File: src/sv/wmm_pkg.sv
// Shared definitions for the window min/max/midpoint filter.
// Field widths, register codes, filter modes and the stage control bundle.
// No dependencies.
`default_nettype none

package wmm_pkg;

  // Field and register widths
  localparam int unsigned PIX_W      = 8;
  localparam int unsigned FRAME_W_W  = 11;
  localparam int unsigned FRAME_H_W  = 13;
  localparam int unsigned RADIUS_W   = 2;
  localparam int unsigned MODE_W     = 2;
  localparam int unsigned CFG_IDX_W  = 2;
  localparam int unsigned CFG_DATA_W = 13;

  // Default sizing of the line memory and the window
  localparam int unsigned MAX_WIDTH_DEF  = 1024;
  localparam int unsigned MAX_RADIUS_DEF = 3;

  // Largest frame height the row counter serves
  localparam int unsigned HEIGHT_LIMIT = 4096;

  // Neutral element of the minimum search
  localparam logic [PIX_W-1:0] PIX_MAX = 8'd255;

  // Register values after reset
  localparam logic [FRAME_W_W-1:0] WIDTH_RST  = 11'd512;
  localparam logic [FRAME_H_W-1:0] HEIGHT_RST = 13'd512;
  localparam logic [RADIUS_W-1:0]  RADIUS_RST = 2'd1;
  localparam logic [MODE_W-1:0]    MODE_RST   = 2'd2;

  // Configuration register indexes
  typedef enum logic [CFG_IDX_W-1:0] {
    REG_WIDTH  = 2'd0,
    REG_HEIGHT = 2'd1,
    REG_RADIUS = 2'd2,
    REG_MODE   = 2'd3
  } cfg_reg_e;

  // Filter modes; the unused code acts as the midpoint
  typedef enum logic [MODE_W-1:0] {
    MODE_MIN = 2'd0,
    MODE_MAX = 2'd1,
    MODE_MID = 2'd2
  } mode_e;

  // Per-item control that travels down the pipeline
  typedef struct packed {
    logic              emit;
    logic              frame_end;
    logic [MODE_W-1:0] mode;
  } wmm_ctl_t;

endpackage

`default_nettype wire

File: src/sv/wmm_result.sv
// Result stage of the window filter: mode selection, midpoint with rounding to
// nearest even, and the output register. Drops items that give no result.
// Depends on wmm_pkg.
`default_nettype none

module wmm_result (
  input  logic                      clk_i,
  input  logic                      rst_ni,
  // upstream item
  input  logic                      valid_i,
  output logic                      ready_o,
  input  logic [wmm_pkg::PIX_W-1:0] lo_i,
  input  logic [wmm_pkg::PIX_W-1:0] hi_i,
  input  wmm_pkg::wmm_ctl_t         ctl_i,
  // result channel
  output logic                      out_valid_o,
  input  logic                      out_ready_i,
  output logic [wmm_pkg::PIX_W-1:0] pixel_out_o,
  output logic                      frame_end_o
);
  import wmm_pkg::*;

  logic              v3_q, v3_d;
  logic [PIX_W-1:0]  lo_q, hi_q;
  logic              end_q;
  logic [MODE_W-1:0] mode_q;
  logic              out_valid_q, out_valid_d;
  logic [PIX_W-1:0]  pixel_out_q, pixel_out_d;
  logic              frame_end_q;
  logic              out_free, load3, out_load;
  logic [PIX_W:0]    sum;
  logic [PIX_W-1:0]  half, mid;

  assign out_free    = !out_valid_q || out_ready_i;
  assign ready_o     = !v3_q || out_free;
  assign load3       = valid_i && ready_o;
  assign out_load    = out_free && v3_q;
  assign v3_d        = ready_o ? (valid_i && ctl_i.emit) : v3_q;
  assign out_valid_d = out_free ? v3_q : out_valid_q;

  // Hold the window bounds of an item that gives a result
  always_ff @(posedge clk_i) begin
    if (load3) begin
      lo_q   <= lo_i;
      hi_q   <= hi_i;
      end_q  <= ctl_i.frame_end;
      mode_q <= ctl_i.mode;
    end
  end

  // Midpoint: halve the 9-bit sum, round a half up only onto an even value
  assign sum  = {1'b0, lo_q} + {1'b0, hi_q};
  assign half = sum[PIX_W:1];
  assign mid  = half + PIX_W'(sum[0] & half[0]);

  always_comb begin
    unique case (mode_q)
      MODE_MIN: pixel_out_d = lo_q;
      MODE_MAX: pixel_out_d = hi_q;
      default:  pixel_out_d = mid;
    endcase
  end

  always_ff @(posedge clk_i) begin
    if (out_load) begin
      pixel_out_q <= pixel_out_d;
      frame_end_q <= end_q;
    end
  end

  always_ff @(posedge clk_i or negedge rst_ni) begin
    if (!rst_ni) begin
      v3_q        <= 1'b0;
      out_valid_q <= 1'b0;
    end else begin
      v3_q        <= v3_d;
      out_valid_q <= out_valid_d;
    end
  end

  assign out_valid_o = out_valid_q;
  assign pixel_out_o = pixel_out_q;
  assign frame_end_o = frame_end_q;

`ifndef SYNTHESIS
  // A waiting result stage keeps its bounds while the output is full
  a_stage_hold: assert property (@(posedge clk_i) disable iff (!rst_ni)
    v3_q && !out_free |=> v3_q && $stable(lo_q) && $stable(hi_q))
    else $error("result stage lost a waiting item");

  // The midpoint never leaves the window bounds
  a_mid_in_range: assert property (@(posedge clk_i) disable iff (!rst_ni)
    out_load && (mode_q != MODE_MIN) && (mode_q != MODE_MAX) && (lo_q <= hi_q) |=>
      (pixel_out_q >= $past(lo_q)) && (pixel_out_q <= $past(hi_q)))
    else $error("midpoint outside the window bounds");
`endif

endmodule

`default_nettype wire

File: config.mk
export PLATFORM = sky130hd
export DESIGN_NAME = wmm_result
export DESIGN_NICKNAME = d
export VERILOG_FILES = /design/src/sv/wmm_pkg.sv /design/src/sv/wmm_result.sv
export SDC_FILE = /design/constraint.sdc
export NUM_CORES = 1
export LEC_CHECK = 0
export ABC_AREA = 0
export BUFFER_PORTS_ARGS = -buffer_cell sky130_fd_sc_hd__clkbuf_2
export CAP_MARGIN = 20
export CELL_PAD_IN_SITES_DETAIL_PLACEMENT = 0
export CELL_PAD_IN_SITES_GLOBAL_PLACEMENT = 1
export CORE_ASPECT_RATIO = 0.75
export CORE_MARGIN = 3
export CORE_UTILIZATION = 40
export CTS_CLUSTER_SIZE = 30
export DETAILED_ROUTE_END_ITERATION = 8
export GPL_TIMING_DRIVEN = 0
export MAX_ROUTING_LAYER = met4
export PLACE_DENSITY = 0.83
export SETUP_SLACK_MARGIN = 0.4
export SYNTH_ARGS = -nofsm -noshare
export SYNTH_HDL_FRONTEND = slang
export SYNTH_SLANG_ARGS = --single-unit
File: constraint.sdc
create_clock -name clk_i -period 2.96 [get_ports clk_i]
set_input_delay 0.592 -clock clk_i [delete_from_list [all_inputs] [get_ports clk_i]]
set_output_delay 0.592 -clock clk_i [all_outputs]
set_load 0.02 [all_outputs]
== Yosys cells after proc, flatten, opt, wreduce, memory -nomap -nowiden ==
Index checks and enable logic that the tools add are counted.
W data, S select, Z words.

* Reductions and logical operators: 8
* Muxes and demuxes: 1
* Eq/ne operators: 1
* Add/sub/neg operators: 2
* Bitwise operators: 1

{| class="wikitable"
|+ Operators by type and width
! kind !! count
|-
| $pmux W8 S2 || 1
|-
| $add A8 B8 Y9 || 1
|-
| $add A8 B1 Y8 || 1
|-
| $logic_and A1 B1 Y1 || 3
|-
| $eq A2 B1 Y1 const B || 1
|-
| $logic_not A1 Y1 || 2
|-
| $logic_not A2 Y1 || 1
|-
| $logic_or A1 B1 Y1 || 2
|-
| $and A1 B1 Y1 || 1
|}

* Bits in registers: 30
* Input port bits: 24
* Output and inout port bits: 11
* Logic and storage cells: 21

== Longest topological paths before layout ==
* Depth after elaboration: 4
* Gate-level depth with buffers: 9
* Depth with buffers taken out: 9

== Worst setup path before layout ==
Ideal clock, no wire load.

* Path type: flip-flop to flip-flop
* From: register lo_q[0]
* To: register pixel_out_q[7] (netlist: pixel_out_o[7]), data pin
* Data required time: 2.705 ns
* Library setup time: 0.255 ns
* Period minus slack after synthesis: 2.585 ns
* Setup slack: 0.375 ns
* Path buffers: 0
* Cell stages (with the launch flop): 10
* Arrival time: 2.330 ns
* Cell sequence: edfxtp_1 ha_1 inv_1 fa_1 nor2b_1 nand2_1 nor3_4 nand3b_4 or4_1 a31o_1

* Word-level cells in the longest chain between the ends: 4

{| class="wikitable"
|+ Ends and longest elaborated chain
! what !! line !! RTL
|-
| start: declaration || wmm_result.sv:24 || <nowiki>logic [PIX_W-1:0] lo_q, hi_q;</nowiki>
|-
| start signal: assignment || wmm_result.sv:44 || <nowiki>lo_q <= lo_i;</nowiki>
|-
| $add A8 B8 Y9 * || wmm_result.sv:52 || <nowiki>assign sum = {1'b0, lo_q} + {1'b0, hi_q};</nowiki>
|-
| $and A1 B1 Y1 || wmm_result.sv:54 || <nowiki>assign mid = half + PIX_W'(sum[0] & half[0]);</nowiki>
|-
| $add A8 B1 Y8 * || wmm_result.sv:54 ||
|-
| $pmux W8 S2 * || wmm_result.sv:57 || <nowiki>unique case (mode_q)</nowiki>
|-
| named net pixel_out_d[7] || wmm_result.sv:28 || <nowiki>logic [PIX_W-1:0] pixel_out_q, pixel_out_d;</nowiki>
|-
| end signal: assignment || wmm_result.sv:66 || <nowiki>pixel_out_q <= pixel_out_d;</nowiki>
|-
| end: declaration || wmm_result.sv:28 ||
|}

The timed path passes the listed nets; every way through them passes the cells marked *.
A chain may end at the register's enable or synchronous reset.

== Worst setup path after layout ==
* From: register lo_q[2]
* To: register pixel_out_q[7] (netlist: pixel_out_o[7]), data pin

* Word-level cells in the longest chain between the ends: 3

{| class="wikitable"
|+ Ends and longest elaborated chain
! what !! line
|-
| $add A8 B8 Y9 || wmm_result.sv:52
|-
| $add A8 B1 Y8 || wmm_result.sv:54
|-
| $pmux W8 S2 || wmm_result.sv:57
|-
| named net pixel_out_d[7] || wmm_result.sv:28
|}

The timed path passes the listed nets, and every way through them passes these cells.

==> impl_metrics.ini <==
[run_status]
status = completed

[grt]
grt_use_total_pct = 13.1
first_global_vias = 1045
grt_max_degree = 20
grt_pass1_wl_mm = 4.55
antenna_found_initial = 0
grt_remaining_overflow = 0

[pwr]
p_int_uw = 787
p_leak_uw = 0.000850
switching_share_pct = 26.9
cellPowerDensity_nw_per_um2 = 522
pwr-share-clk_pct = 27.1
p_switching_uw = 290
comb_power_share_pct = 24.6
max-vdd-ir-drop_v = 0.000293
power.total_uw = 1080
seqPwrFrac_pct = 48.2

[cts]
ctsHoldBuffers = 0
cts.sinks = 30
numCtsBuffers = 5
clock_path_buffers = 2
clk_pin_slew_ns = 0.05
h-tree-depth = 2
clock_tree.root_cell = clkbuf_8
clock_latency_ns = 0.27
cts_tree = done

[worst_setup_path]
cp.required_ns = 2.98
worstSetupStartpointType = register
slowest_stage = or4_1
critPathKind = register to register
cpPeakStageDelay_ns = 0.42
path_delay_family = compound AO/OA/AOI/OAI gates
worstPathArrival_ns = 2.61
crit_buf_inv = 1
crit_chain = ha_1, nor2b_4, o31ai_4, a21boi_4, buf_6, nand3b_4, or4_1, a31o_1
critical_path.endpoint_type = register
crit_fanout = 4

[timing]
max_slew_margin_pct = 45.1
finalSetupViolCount = 0
setup_tns_ns = 0
setup_ws_ns = 0.371
finalCritPeriodShare_pct = 87.5
fin_skew_ns = 0.00342
fmax_mhz = 386
drv_slew = 0
rsz0062_at_grt = true
finalHoldViolCount = 0
tightest_slew_ns = 0.823
min_period_ns = 2.59

[route]
detail-route-antenna-nets = 0
dr.pass1.iters = 4
drt-vias-per-instance = 4.86
drt-initial-drc-count = 35
route.vias.total = 1098
routed_wl_mm = 2.89
wire_per_inst_um = 12.8
post-route-drc-count = 0

[place]
dpl.cell_count = 213
numPortBuffers = 34
dp_slack_ns = 0.251
place_congestion = 0.822
dp_hpwl_mm = 2.23

[final_layout]
final_core_util_pct = 54.2
syn_to_final_growth_pct = 25.9
n_antenna_cell = 0
nets = 208
stdcell_count = 226
final_cell_mix = clkbuf_2, edfxtp_1, nor2_1
final_common_cell = clkbuf_2
nFillCells = 343
drive_above_1_share_pct = 37.9

[worst_hold_path]
hp-class = primary input to asynchronous set/reset pin

[synthesis]
postSynthAreaPerCell_um2 = 12.9
syn_nets = 161
syn_inst = 127
seq_area_frac_synth_pct = 54.4
async_flop_share_pct = 6.67
synth.cell_area_um2 = 1640
yosysWarningCount = 0
synth_flop_cell = edfxtp_1
yosysUniqueCellTypes = 39
synth_seq_cells = 30
synth_edf_count = 28

[floorplan]
die_width_um = 79.9
die_y_um = 61.4
io_pins = 35
rows = 19
dieArea_um2 = 4900
start_util_pct = 43.0
core_area_um2 = 3800

[run]
maxCapViolCount = 0
[through the flow]
stage                     hold WS [ns]  area (um2)
after global routing            0.0911        2060
final                           0.0940        2060
after detailed placement         0.379        1880
after CTS                       0.0872        1970
after global placement           0.377        1880
after floorplan                  0.296        1640
[cell usage after synthesis (2+ instances only)]
cell type  number  area share, %
and2_1          2           0.76
clkbuf_1        2           0.46
a31o_1          2            1.1
nand2b_1        2           0.76
ha_1            9            6.9
mux2i_1         8            4.9
o21ai_0         9            2.8
a21oi_1         5            1.5
nor2_1         10            2.3
xnor2_1         5            2.7
or4_1           2           0.92
nand3b_1        2           0.92
xor2_1          2            1.1
nand2_1         8            1.8
edfxtp_1       28             51
a211oi_1        2           0.92
nor2b_1         2           0.76
inv_1           4           0.92
dfrtp_1         2            3.1
o21a_1          2           0.92
[cell families (layout without fill, tap and decap cells)]
| kind of cell | after synthesis | count (layout) | share of synthesized area [%] |
|---|---|---|---|
| simple gates | 39 | 39 | 15.8 |
| flops | 30 | 30 | 54.4 |
| compound gates | 27 | 27 | 11.6 |
| fa+ha+maj | 10 | 10 | 8.10 |
| mux | 8 | 8 | 4.89 |
| xor+xnor | 7 | 7 | 3.75 |
| buf+inv | 6 | 53 | 1.38 |
[final cells by class]
class                      count  area, um2  area share [%]
clock buffer                   7       76.3            3.70
multi-input combinational     91        787            38.2
tap                           52       65.1            3.16
buffer                         2       7.51           0.364
timing repair buffer          40        219            10.6
sequential                    30        891            43.2
inverter                       4       15.0           0.729
[worst reg2reg max path, cell delays in order (launching register included)]
cell and delay [ns]:
edfxtp_1 0.40, ha_1 0.40, nor2b_4 0.17, o31ai_4 0.29, a21boi_4 0.26, buf_6 0.13, nand3b_4 0.07, or4_1 0.42
a31o_1 0.20
[flip-flops by register name, summed over array words and instances, names as in the netlist]
register	count
hi_q	8
lo_q	8
pixel_out_o	8
mode_q	2
end_q	1
frame_end_o	1
out_valid_o	1
v3_q	1
[worst paths after layout]
kind	start	to	slack [ns]	cells past startpoint
setup / recovery	lo_q[2]	pixel_out_o[7]	0.37	8
hold / removal	rst_ni	v3_q	0.09	1
setup reg to reg	lo_q[2]	pixel_out_o[7]	0.37	8
hold reg to reg	end_q	frame_end_o	0.42	0
max in group asynchronous	rst_ni	out_valid_o	2.77	1
min in group clk_i	end_q	frame_end_o	0.42	0
[routing by layer]
metal  vias to the layer above  GRT usage, %  share of wire (%)
li1                        572             -                  -
met1                       496          16.7                 46
met2                        25          19.0                 47
met3                         5          4.39                6.0
met4                         0          6.02                1.4
met5                         -             -                  0
[repair_timing]
action / CTS / global route
pin swaps: 1 / 6
setup endpoints to repair: 2 / 2
gates resized for setup: 2 / 10
setup buffers: 1 / 5
hold endpoints to repair: 0 / 0
[power groups by stage]
stage	clock network [uW]	registers, uW	logic, uW
2_1_floorplan	0	540	162
5_1_grt	316	523	296
3_3_place_gp	0	525	228
3_5_place_dp	0	528	236
6_report	292	519	265
4_1_cts	302	519	243
Note: power is estimated with default switching activity, not from simulation.
