`src/sv/wmm_pkg.sv`:
```
// Shared definitions for the window min/max/midpoint filter.
// Field widths, register codes, filter modes and the stage control bundle.
// No dependencies.
`default_nettype none

package wmm_pkg;

  // Field and register widths
  localparam int unsigned PIX_W      = 8;
  localparam int unsigned FRAME_W_W  = 11;
  localparam int unsigned FRAME_H_W  = 13;
  localparam int unsigned RADIUS_W   = 2;
  localparam int unsigned MODE_W     = 2;
  localparam int unsigned CFG_IDX_W  = 2;
  localparam int unsigned CFG_DATA_W = 13;

  // Default sizing of the line memory and the window
  localparam int unsigned MAX_WIDTH_DEF  = 1024;
  localparam int unsigned MAX_RADIUS_DEF = 3;

  // Largest frame height the row counter serves
  localparam int unsigned HEIGHT_LIMIT = 4096;

  // Neutral element of the minimum search
  localparam logic [PIX_W-1:0] PIX_MAX = 8'd255;

  // Register values after reset
  localparam logic [FRAME_W_W-1:0] WIDTH_RST  = 11'd512;
  localparam logic [FRAME_H_W-1:0] HEIGHT_RST = 13'd512;
  localparam logic [RADIUS_W-1:0]  RADIUS_RST = 2'd1;
  localparam logic [MODE_W-1:0]    MODE_RST   = 2'd2;

  // Configuration register indexes
  typedef enum logic [CFG_IDX_W-1:0] {
    REG_WIDTH  = 2'd0,
    REG_HEIGHT = 2'd1,
    REG_RADIUS = 2'd2,
    REG_MODE   = 2'd3
  } cfg_reg_e;

  // Filter modes; the unused code acts as the midpoint
  typedef enum logic [MODE_W-1:0] {
    MODE_MIN = 2'd0,
    MODE_MAX = 2'd1,
    MODE_MID = 2'd2
  } mode_e;

  // Per-item control that travels down the pipeline
  typedef struct packed {
    logic              emit;
    logic              frame_end;
    logic [MODE_W-1:0] mode;
  } wmm_ctl_t;

endpackage

`default_nettype wire

```
`src/sv/wmm_row_window.sv`:
```
// Row window of the filter: shift line of per-column min/max values and the
// horizontal reduction over the columns of the window inside the frame.
// Depends on wmm_pkg.
`default_nettype none

module wmm_row_window #(
  parameter int unsigned MAX_RADIUS = wmm_pkg::MAX_RADIUS_DEF,
  localparam int unsigned SLOTS  = 2 * MAX_RADIUS + 1,
  localparam int unsigned SLOT_W = $clog2(SLOTS),
  localparam int unsigned RAD_W  = $clog2(MAX_RADIUS + 1)
) (
  input  logic                      clk_i,
  input  logic                      rst_ni,
  // upstream item
  input  logic                      valid_i,
  output logic                      ready_o,
  input  logic [wmm_pkg::PIX_W-1:0] vmin_i,
  input  logic [wmm_pkg::PIX_W-1:0] vmax_i,
  input  logic [SLOT_W-1:0]         span_i,
  input  logic [SLOT_W-1:0]         col_small_i,
  input  logic [RAD_W-1:0]          col_excess_i,
  input  wmm_pkg::wmm_ctl_t         ctl_i,
  // downstream item
  output logic                      valid_o,
  input  logic                      dn_ready_i,
  output logic [wmm_pkg::PIX_W-1:0] lo_o,
  output logic [wmm_pkg::PIX_W-1:0] hi_o,
  output wmm_pkg::wmm_ctl_t         ctl_o
);
  import wmm_pkg::*;

  logic              valid_q, valid_d;
  logic [PIX_W-1:0]  hmin_q [SLOTS];
  logic [PIX_W-1:0]  hmax_q [SLOTS];
  logic [SLOT_W-1:0] span_q;
  logic [SLOT_W-1:0] col_small_q;
  logic [RAD_W-1:0]  col_excess_q;
  wmm_ctl_t          ctl_q;
  logic              load;

  assign ready_o = !valid_q || dn_ready_i;
  assign load    = valid_i && ready_o;
  assign valid_d = ready_o ? valid_i : valid_q;

  // Advance the column line by one column per item
  always_ff @(posedge clk_i) begin
    if (load) begin
      hmin_q[0] <= vmin_i;
      hmax_q[0] <= vmax_i;
      for (int j = 1; j < int'(SLOTS); j++) begin
        hmin_q[j] <= hmin_q[j-1];
        hmax_q[j] <= hmax_q[j-1];
      end
      span_q       <= span_i;
      col_small_q  <= col_small_i;
      col_excess_q <= col_excess_i;
      ctl_q        <= ctl_i;
    end
  end

  always_ff @(posedge clk_i or negedge rst_ni) begin
    if (!rst_ni) begin
      valid_q <= 1'b0;
    end else begin
      valid_q <= valid_d;
    end
  end

  // Horizontal min/max; tap j holds the column j places to the left
  always_comb begin
    logic incl;
    lo_o = PIX_MAX;
    hi_o = '0;
    for (int j = 0; j < int'(SLOTS); j++) begin
      incl = (SLOT_W'(j) <= span_q) && (SLOT_W'(j) <= col_small_q) &&
             (SLOT_W'(j) >= SLOT_W'(col_excess_q));
      if (incl && (hmin_q[j] < lo_o)) begin
        lo_o = hmin_q[j];
      end
      if (incl && (hmax_q[j] > hi_o)) begin
        hi_o = hmax_q[j];
      end
    end
  end

  assign valid_o = valid_q;
  assign ctl_o   = ctl_q;

`ifndef SYNTHESIS
  // Every result window holds its own center, so the bounds never cross
  a_bounds_ordered: assert property (@(posedge clk_i) disable iff (!rst_ni)
    valid_q && ctl_q.emit |-> lo_o <= hi_o)
    else $error("window minimum above window maximum");
`endif

endmodule

`default_nettype wire

```
`config.mk`:
```
export PLATFORM = sky130hd
export DESIGN_NAME = wmm_row_window
export DESIGN_NICKNAME = d
export VERILOG_FILES = /design/src/sv/wmm_pkg.sv /design/src/sv/wmm_row_window.sv
export SDC_FILE = /design/constraint.sdc
export NUM_CORES = 1
export LEC_CHECK = 0
export ABC_CLOCK_PERIOD_IN_PS = 13830
export BUFFER_PORTS_ARGS = -buffer_cell sky130_fd_sc_hd__buf_2
export CAP_MARGIN = 20
export CORE_MARGIN = 1.5
export CORE_UTILIZATION = 35
export CTS_BUF_LIST = sky130_fd_sc_hd__clkbuf_8
export DETAILED_ROUTE_END_ITERATION = 10
export PLACE_DENSITY = 0.59
export SLEW_MARGIN = 20
export SYNTH_ARGS = -nofsm -noshare
export SYNTH_HDL_FRONTEND = slang
export SYNTH_SLANG_ARGS = --single-unit
```
`constraint.sdc`:
```
create_clock -name clk_i -period 13.83 [get_ports clk_i]
set_clock_uncertainty 0.1 [all_clocks]
set_input_delay 2.0745 -clock clk_i [delete_from_list [all_inputs] [get_ports clk_i]]
set_output_delay 2.0745 -clock clk_i [all_outputs]
set_load 0.01 [all_outputs]
```
; Yosys cells after proc, flatten, opt, wreduce, memory -nomap -nowiden
; Memory sizes are Yosys's and may differ from the RTL's.
; Index checks and enable logic that the tools add are counted.
[totals]
register_bits = 13
ramBits = 112
in_bits = 32
out_inout_bits = 22
wordCells = 89
n_memories = 2
[memory_table]
columns = memory, depth, width, read_ports, rd_clocked_by_memory_dff, write_ports, line_no
row1 = hmax_q, 7, 8, 7, 0, 7, wmm_row_window.sv:34  ; logic [PIX_W-1:0] hmax_q [SLOTS];
row2 = hmin_q, 7, 8, 7, 0, 7, wmm_row_window.sv:33  ; logic [PIX_W-1:0] hmin_q [SLOTS];
[op_classes]
order_cmp = 34
muxes = 16
reduce_logical = 30
[ops]
columns = op, count
row1 = 8-bit 2-to-1 mux, 14
row2 = 8-bit > comparator, 6
row3 = 8-bit < comparator, 6
row4 = 1-bit logical AND, 28
row5 = 3-bit <= comparator (first input constant), 6
row6 = 1-bit by 3-bit <= comparator with 1-bit output (first input constant), 4
row7 = 2-bit by 3-bit <= comparator with 1-bit output (first input constant), 4
row8 = 3-bit by 2-bit greater-or-equal comparator with 1-bit output (first input constant), 3
row9 = 8-bit by 1-bit > comparator with 1-bit output (second input constant), 1
row10 = 8-bit < comparator (second input constant), 1
row11 = 1-bit by 2-bit greater-or-equal comparator with 1-bit output (first input constant), 2
row12 = 2-bit greater-or-equal comparator (first input constant), 1
row13 = 1-bit 2-to-1 mux, 2
row14 = 1-bit logical NOT, 1
row15 = 1-bit logical OR, 1

; Logic depth before layout (Yosys ltp)
[depth]
ltp_word = 23
ltp_mapped = 64
depth_no_buf = 60

; Least setup slack after synthesis
; OpenSTA, ideal clock, no wires.
[synth_timing]
path_type = reg-to-output
from = register col_excess_q[1]
to = output hi_o[0] in the netlist's numbering
arrival_time_ps = 10884
t_required_ps = 11656
path_slack_ps = 772
stages_incl_launch_ff = 61
n_path_buf = 5
cell_sequence = edfxtp_1 > nor2_2 > nand2_1 > ha_1 > nor2b_4 > o211ai_2 > a21oi_2 > o221a_4 > buf_8 > clkbuf_1 > o21ai_0 > inv_1 > ha_1 > a21oi_1 > nor2b_1 > o21ai_0 > nand2b_1 > a311o_1 > [25 not listed] > a21o_1 > a21o_1 > a21oi_1 > and2_1 > o21ai_0 > a31o_1 > buf_6 > o21ai_4 > mux2i_1 > ha_1 > a21o_1 > a211o_1 > a21oi_1 > o21ai_0 > o311ai_1 > clkbuf_1 > o2111ai_1 > nand3_1
[synth_via]
elab_chain_len = 22
word_cells_on_any_way = 32
classes_between = order compare: 12 / mux: 7 / reduce/logical: 13
[synth_lines]
columns = element, line_no
row1 = start: declaration, wmm_row_window.sv:37  ; logic [RAD_W-1:0] col_excess_q;
row2 = start signal: assignment, wmm_row_window.sv:56  ; col_excess_q <= col_excess_i;
row3 = 1-bit by 2-bit greater-or-equal comparator with 1-bit output, wmm_row_window.sv:76  ; (SLOT_W'(j) >= SLOT_W'(col_excess_q));
row4 = 1-bit logical AND, wmm_row_window.sv:75  ; incl = (SLOT_W'(j) <= span_q) && (SLOT_W'(j) <= col_small_q) &&
row5 = 1-bit logical AND, wmm_row_window.sv:80  ; if (incl && (hmax_q[j] > hi_o)) begin
row6 = 8-bit 2-to-1 mux, wmm_row_window.sv:80
row7 = 8-bit > comparator, wmm_row_window.sv:80
row8 = 1-bit logical AND, wmm_row_window.sv:80
row9 = 8-bit 2-to-1 mux, wmm_row_window.sv:80
row10 = 8-bit > comparator, wmm_row_window.sv:80
row11 = [6 not listed], --
row12 = 1-bit logical AND, wmm_row_window.sv:80
row13 = 8-bit 2-to-1 mux, wmm_row_window.sv:80
row14 = 8-bit > comparator, wmm_row_window.sv:80
row15 = 1-bit logical AND, wmm_row_window.sv:80
row16 = 8-bit 2-to-1 mux, wmm_row_window.sv:80
row17 = 8-bit > comparator, wmm_row_window.sv:80
row18 = 1-bit logical AND, wmm_row_window.sv:80
row19 = 8-bit 2-to-1 mux (*), wmm_row_window.sv:80
row20 = end: declaration, wmm_row_window.sv:27  ; output logic [wmm_pkg::PIX_W-1:0] hi_o,
; Mark *: on every way between the ends. The rest lies on a longest branch, timed or not.

; Worst setup path after layout
; Ends and elaborated chain as after synthesis.

==> metrics.md <==
| Metric | Value |
|---|---|
| DRC | `0` |
| Setup crit end kind | `output port` |
| Sequential-to-total area share from yosys stat | `47.3%` |
| Post-synth EDFFs | `124` |
| Wirelength per Cell | `15.1 µm` |
| Die width | `153 µm` |
| Share of cells above drive strength 1 | `28.9%` |
| Core area | `22000 µm²` |
| Clock Latency Late Sink | `0.45 ns` |
| GR Layer Usage met3 | `3.12%` |
| Vias in the first global route | `5279` |
| Die area | `23500 µm²` |
| Clk buf depth | `2` |
| Slowest CP cell | `o41ai_4` |
| Die H | `153 µm` |
| CTS Sinks | `125` |
| Post-placement cell area | `8510 µm²` |
| Antenna diodes | `0` |
| Grt met1 use | `19.0%` |
| CTS HTree Levels | `4` |
| Max-slew headroom | `32.8%` |
| CTS Root Cell | `clkbuf_8` |
| Worst Hold Class | `reg2reg` |
| CTS tree | `done` |
| Count of cell types in the netlist | `78` |
| 1st-iter DRT viols | `243` |
| Adder-cell share of the synthesized area | `13.1%` |
| CTS Hold Bufs | `0` |
| Syn-to-layout area delta | `20.3%` |
| Critical path class | `reg2out` |
| Largest family of logic cells by synthesized area | `compound AO/OA/AOI/OAI gates` |
| Initial Utilization | `36.0%` |
| Rows | `54` |
| Top delay family on crit path | `compound AO/OA/AOI/OAI gates` |
| Antenna violations before repair | `0` |
| NumNets Final | `894` |
| RSZ-0062 raised after global routing | `true` |
| Register area | `3750 µm²` |
| Met2 Track Usage GR | `21.5%` |
| Largest net degree at the start of global routing | `81` |
| I/O pin count | `54` |
| Reg clk slew, reported paths | `0.07 ns` |
| Outcome | `finished, final reports clean` |
| CP bufs+invs | `11` |
| Syn nets | `798` |
| Crit path largest cell delay | `0.45 ns` |
| Fin crit share | `96.1%` |
| #FFs+latches synth | `125` |
| Largest area contributor in the netlist | `edfxtp_1` |
| Final ANT Viol Nets | `0` |
| Multi-input logic area | `4120 µm²` |
| Asr flop ratio synth | `0.800%` |
| Startpoint types | `register` |
| Required @ worst endpoint | `11.66 ns` |
| Worst Tran Pin Value | `1.01 ns` |
| Crit path top cell by count | `inv_1` |
| Power Density | `125 nW/µm²` |
| Synth Cell Area | `7920 µm²` |
| Pre-Repair DR Iteration Count | `4` |
| Synth Area in Compound Gates | `14.4%` |
| Leak | `4.05 nW` |
| YS warnings | `0` |
| Setup Viol. Count Final | `0` |
| Vias | `5475` |
| Post-Synth XOR/XNOR Area | `0%` |
| Detailed Place HPWL | `11.6 mm` |
| Synth Area in Simple Gates | `11.0%` |
| Final Hold Fails | `0` |
| Synth area leaders | `edfxtp_1, ha_1, mux2i_1` |
| Gr usage total | `13.8%` |
| DR vias/cell | `5.11` |
| IO buf count | `53` |
| F_max | `75.2 MHz` |
| Final hold slack | `0.345 ns` |
| Mux cell area share after synthesis | `9.52%` |
| Layout fillers | `2084` |
| Grt total ovfl | `0` |
| Synth Area per Inst | `11.6 µm²` |
| DRT Wirelength | `16.2 mm` |
| Main synth FF type | `edfxtp_1` |
| Total CTS buffers | `17` |
| Gpl congestion | `0.808` |
| CP Max Fanout | `8` |
| First-pass GRT wire length | `26.0 mm` |
| Grt peak-use layer | `met2` |
| CP Data Arrival Time | `11.12 ns` |
| Max VDD drop | `0.0708 mV` |
| Share of the synthesized area in the top cell type | `47.0%` |
| MaxCap Viol Count | `0` |
| Final critical-path required period | `13.30 ns` |
| Post-synthesis cell count | `683` |
| Max-slew violations | `0` |
| Finished Cell Area | `9530 µm²` |
## synth_stat cells, drive strengths merged, types with 8 or more instances
cell type / instances
nor2: 38
nor2b: 11
o2111ai: 11
nand2: 32
mux2: 29
a21oi: 44
nand3: 17
nand2b: 8
edfxtp: 124
nand4: 15
mux2i: 40
o21ai: 26
a22oi: 9
inv: 78
clkbuf: 9
ha: 83
a21o: 14
nor3: 16
## sequential cells by signal, indices dropped and copies added, names as in the netlist
signal,flops
ctl_o,4
span_q,3
valid_o,1
hmax_q,56
hmin_q,56
col_excess_q,2
col_small_q,3
## power by group
part | internal, mW | leakage [nW] | switching, mW | total [mW]
clock | 0.232 | 0.234 | 0.155 | 0.387
sequential | 0.443 | 1.19 | 0.0185 | 0.462
combinational | 0.155 | 2.63 | 0.184 | 0.339
total | 0.831 | 4.05 | 0.357 | 1.19
## cell type report
| cell class | count | share of cell area (%) |
|---|---|---|
| multi-input combinational | 469 | 43.2 |
| sequential | 125 | 39.3 |
| timing repair buffer | 88 | 5.71 |
| tap | 280 | 3.68 |
| inverter | 78 | 3.07 |
| clock inverter | 15 | 2.56 |
| clock buffer | 17 | 2.45 |
## cell families (layout without fill, tap and decap cells)
group,Yosys count,in the layout
adder cells (fa/ha/maj),83,83
multiplexers,69,69
flip-flops,125,125
buffers and inverters,91,198
AO/OA/AOI/OAI,152,154
AND/OR/NAND/NOR,163,163
## repair_timing
item / 4_1_cts / 5_1_grt
buffers inserted: 5 / 24
resized for setup: 11 / 64
gates cloned: 0 / 2
pin swaps: 4 / 30
setup endpoints to repair: 8 / 16
## final timing paths
kind	startpoint	end	slack [ns]	depth (start not counted)
hold reg to reg	hmax_q[0][0]	hmax_q[1][0]	0.34	0
hold / removal	hmax_q[0][0]	hmax_q[1][0]	0.34	0
max in group asynchronous	rst_ni	valid_o	12.26	1
setup / recovery	col_excess_q[1]	hi_o[0]	0.53	60
setup reg to reg	valid_o	hmin_q[6][6]	11.39	3
min in group asynchronous	rst_ni	valid_o	1.28	1
## layout by cell type (no fill, tap or decap), drive strengths merged, types with 2 or more instances in the layout
| master | netlist | layout |
|---|---|---|
| edfxtp | 124 | 124 |
| buf | 4 | 88 |
| ha | 83 | 83 |
| inv | 78 | 79 |
| a21oi | 44 | 44 |
| mux2i | 40 | 40 |
| nor2 | 38 | 38 |
| nand2 | 32 | 32 |
| mux2 | 29 | 29 |
| o21ai | 26 | 26 |
| clkbuf | 9 | 17 |
| nand3 | 17 | 17 |
| nor3 | 16 | 16 |
| nand4 | 15 | 15 |
| a21o | 14 | 14 |
| o2111ai | 11 | 11 |
| nor2b | 11 | 11 |
| a22oi | 9 | 9 |
| nand2b | 8 | 8 |
| bufinv | 0 | 6 |
| or2 | 6 | 6 |
| and2 | 6 | 6 |
| clkinv | 0 | 6 |
| and4 | 5 | 5 |
| o211ai | 5 | 5 |
| o21a | 5 | 5 |
| o221a | 2 | 4 |
| a211o | 3 | 3 |
| o221ai | 3 | 3 |
| a211oi | 3 | 3 |
| o22ai | 3 | 3 |
| a21boi | 3 | 3 |
| o311ai | 2 | 2 |
| a2bb2oi | 2 | 2 |
| a2111oi | 2 | 2 |
| clkinvlp | 0 | 2 |
| nor3b | 2 | 2 |
| and3 | 2 | 2 |
| o31ai | 2 | 2 |
## routing by layer
metal | vias to the layer above | routed length, µm
li1 | 2787 | -
met1 | 2562 | 8000
met2 | 108 | 7350
met3 | 18 | 613
met4 | 0 | 241
met5 | - | 0
## stage by stage
step | cells | worst slack (ns) | TNS, ns | util (%) | power (mW)
detailed placement | 1009 | -0.0475 | -0.121 | 38.6 | 0.767
floorplan | 683 | 0.772 | 0 | - | 0.692
global placement | 1009 | 0.0396 | 0 | 38.6 | 0.764
CTS | 1046 | 0.0240 | 0 | 41.1 | 1.16
finish | 1072 | 0.533 | 0 | 43.3 | 1.19
global route | 1072 | -0.163 | -1.04 | 43.3 | 1.26
(Power assumes the default switching activity.)
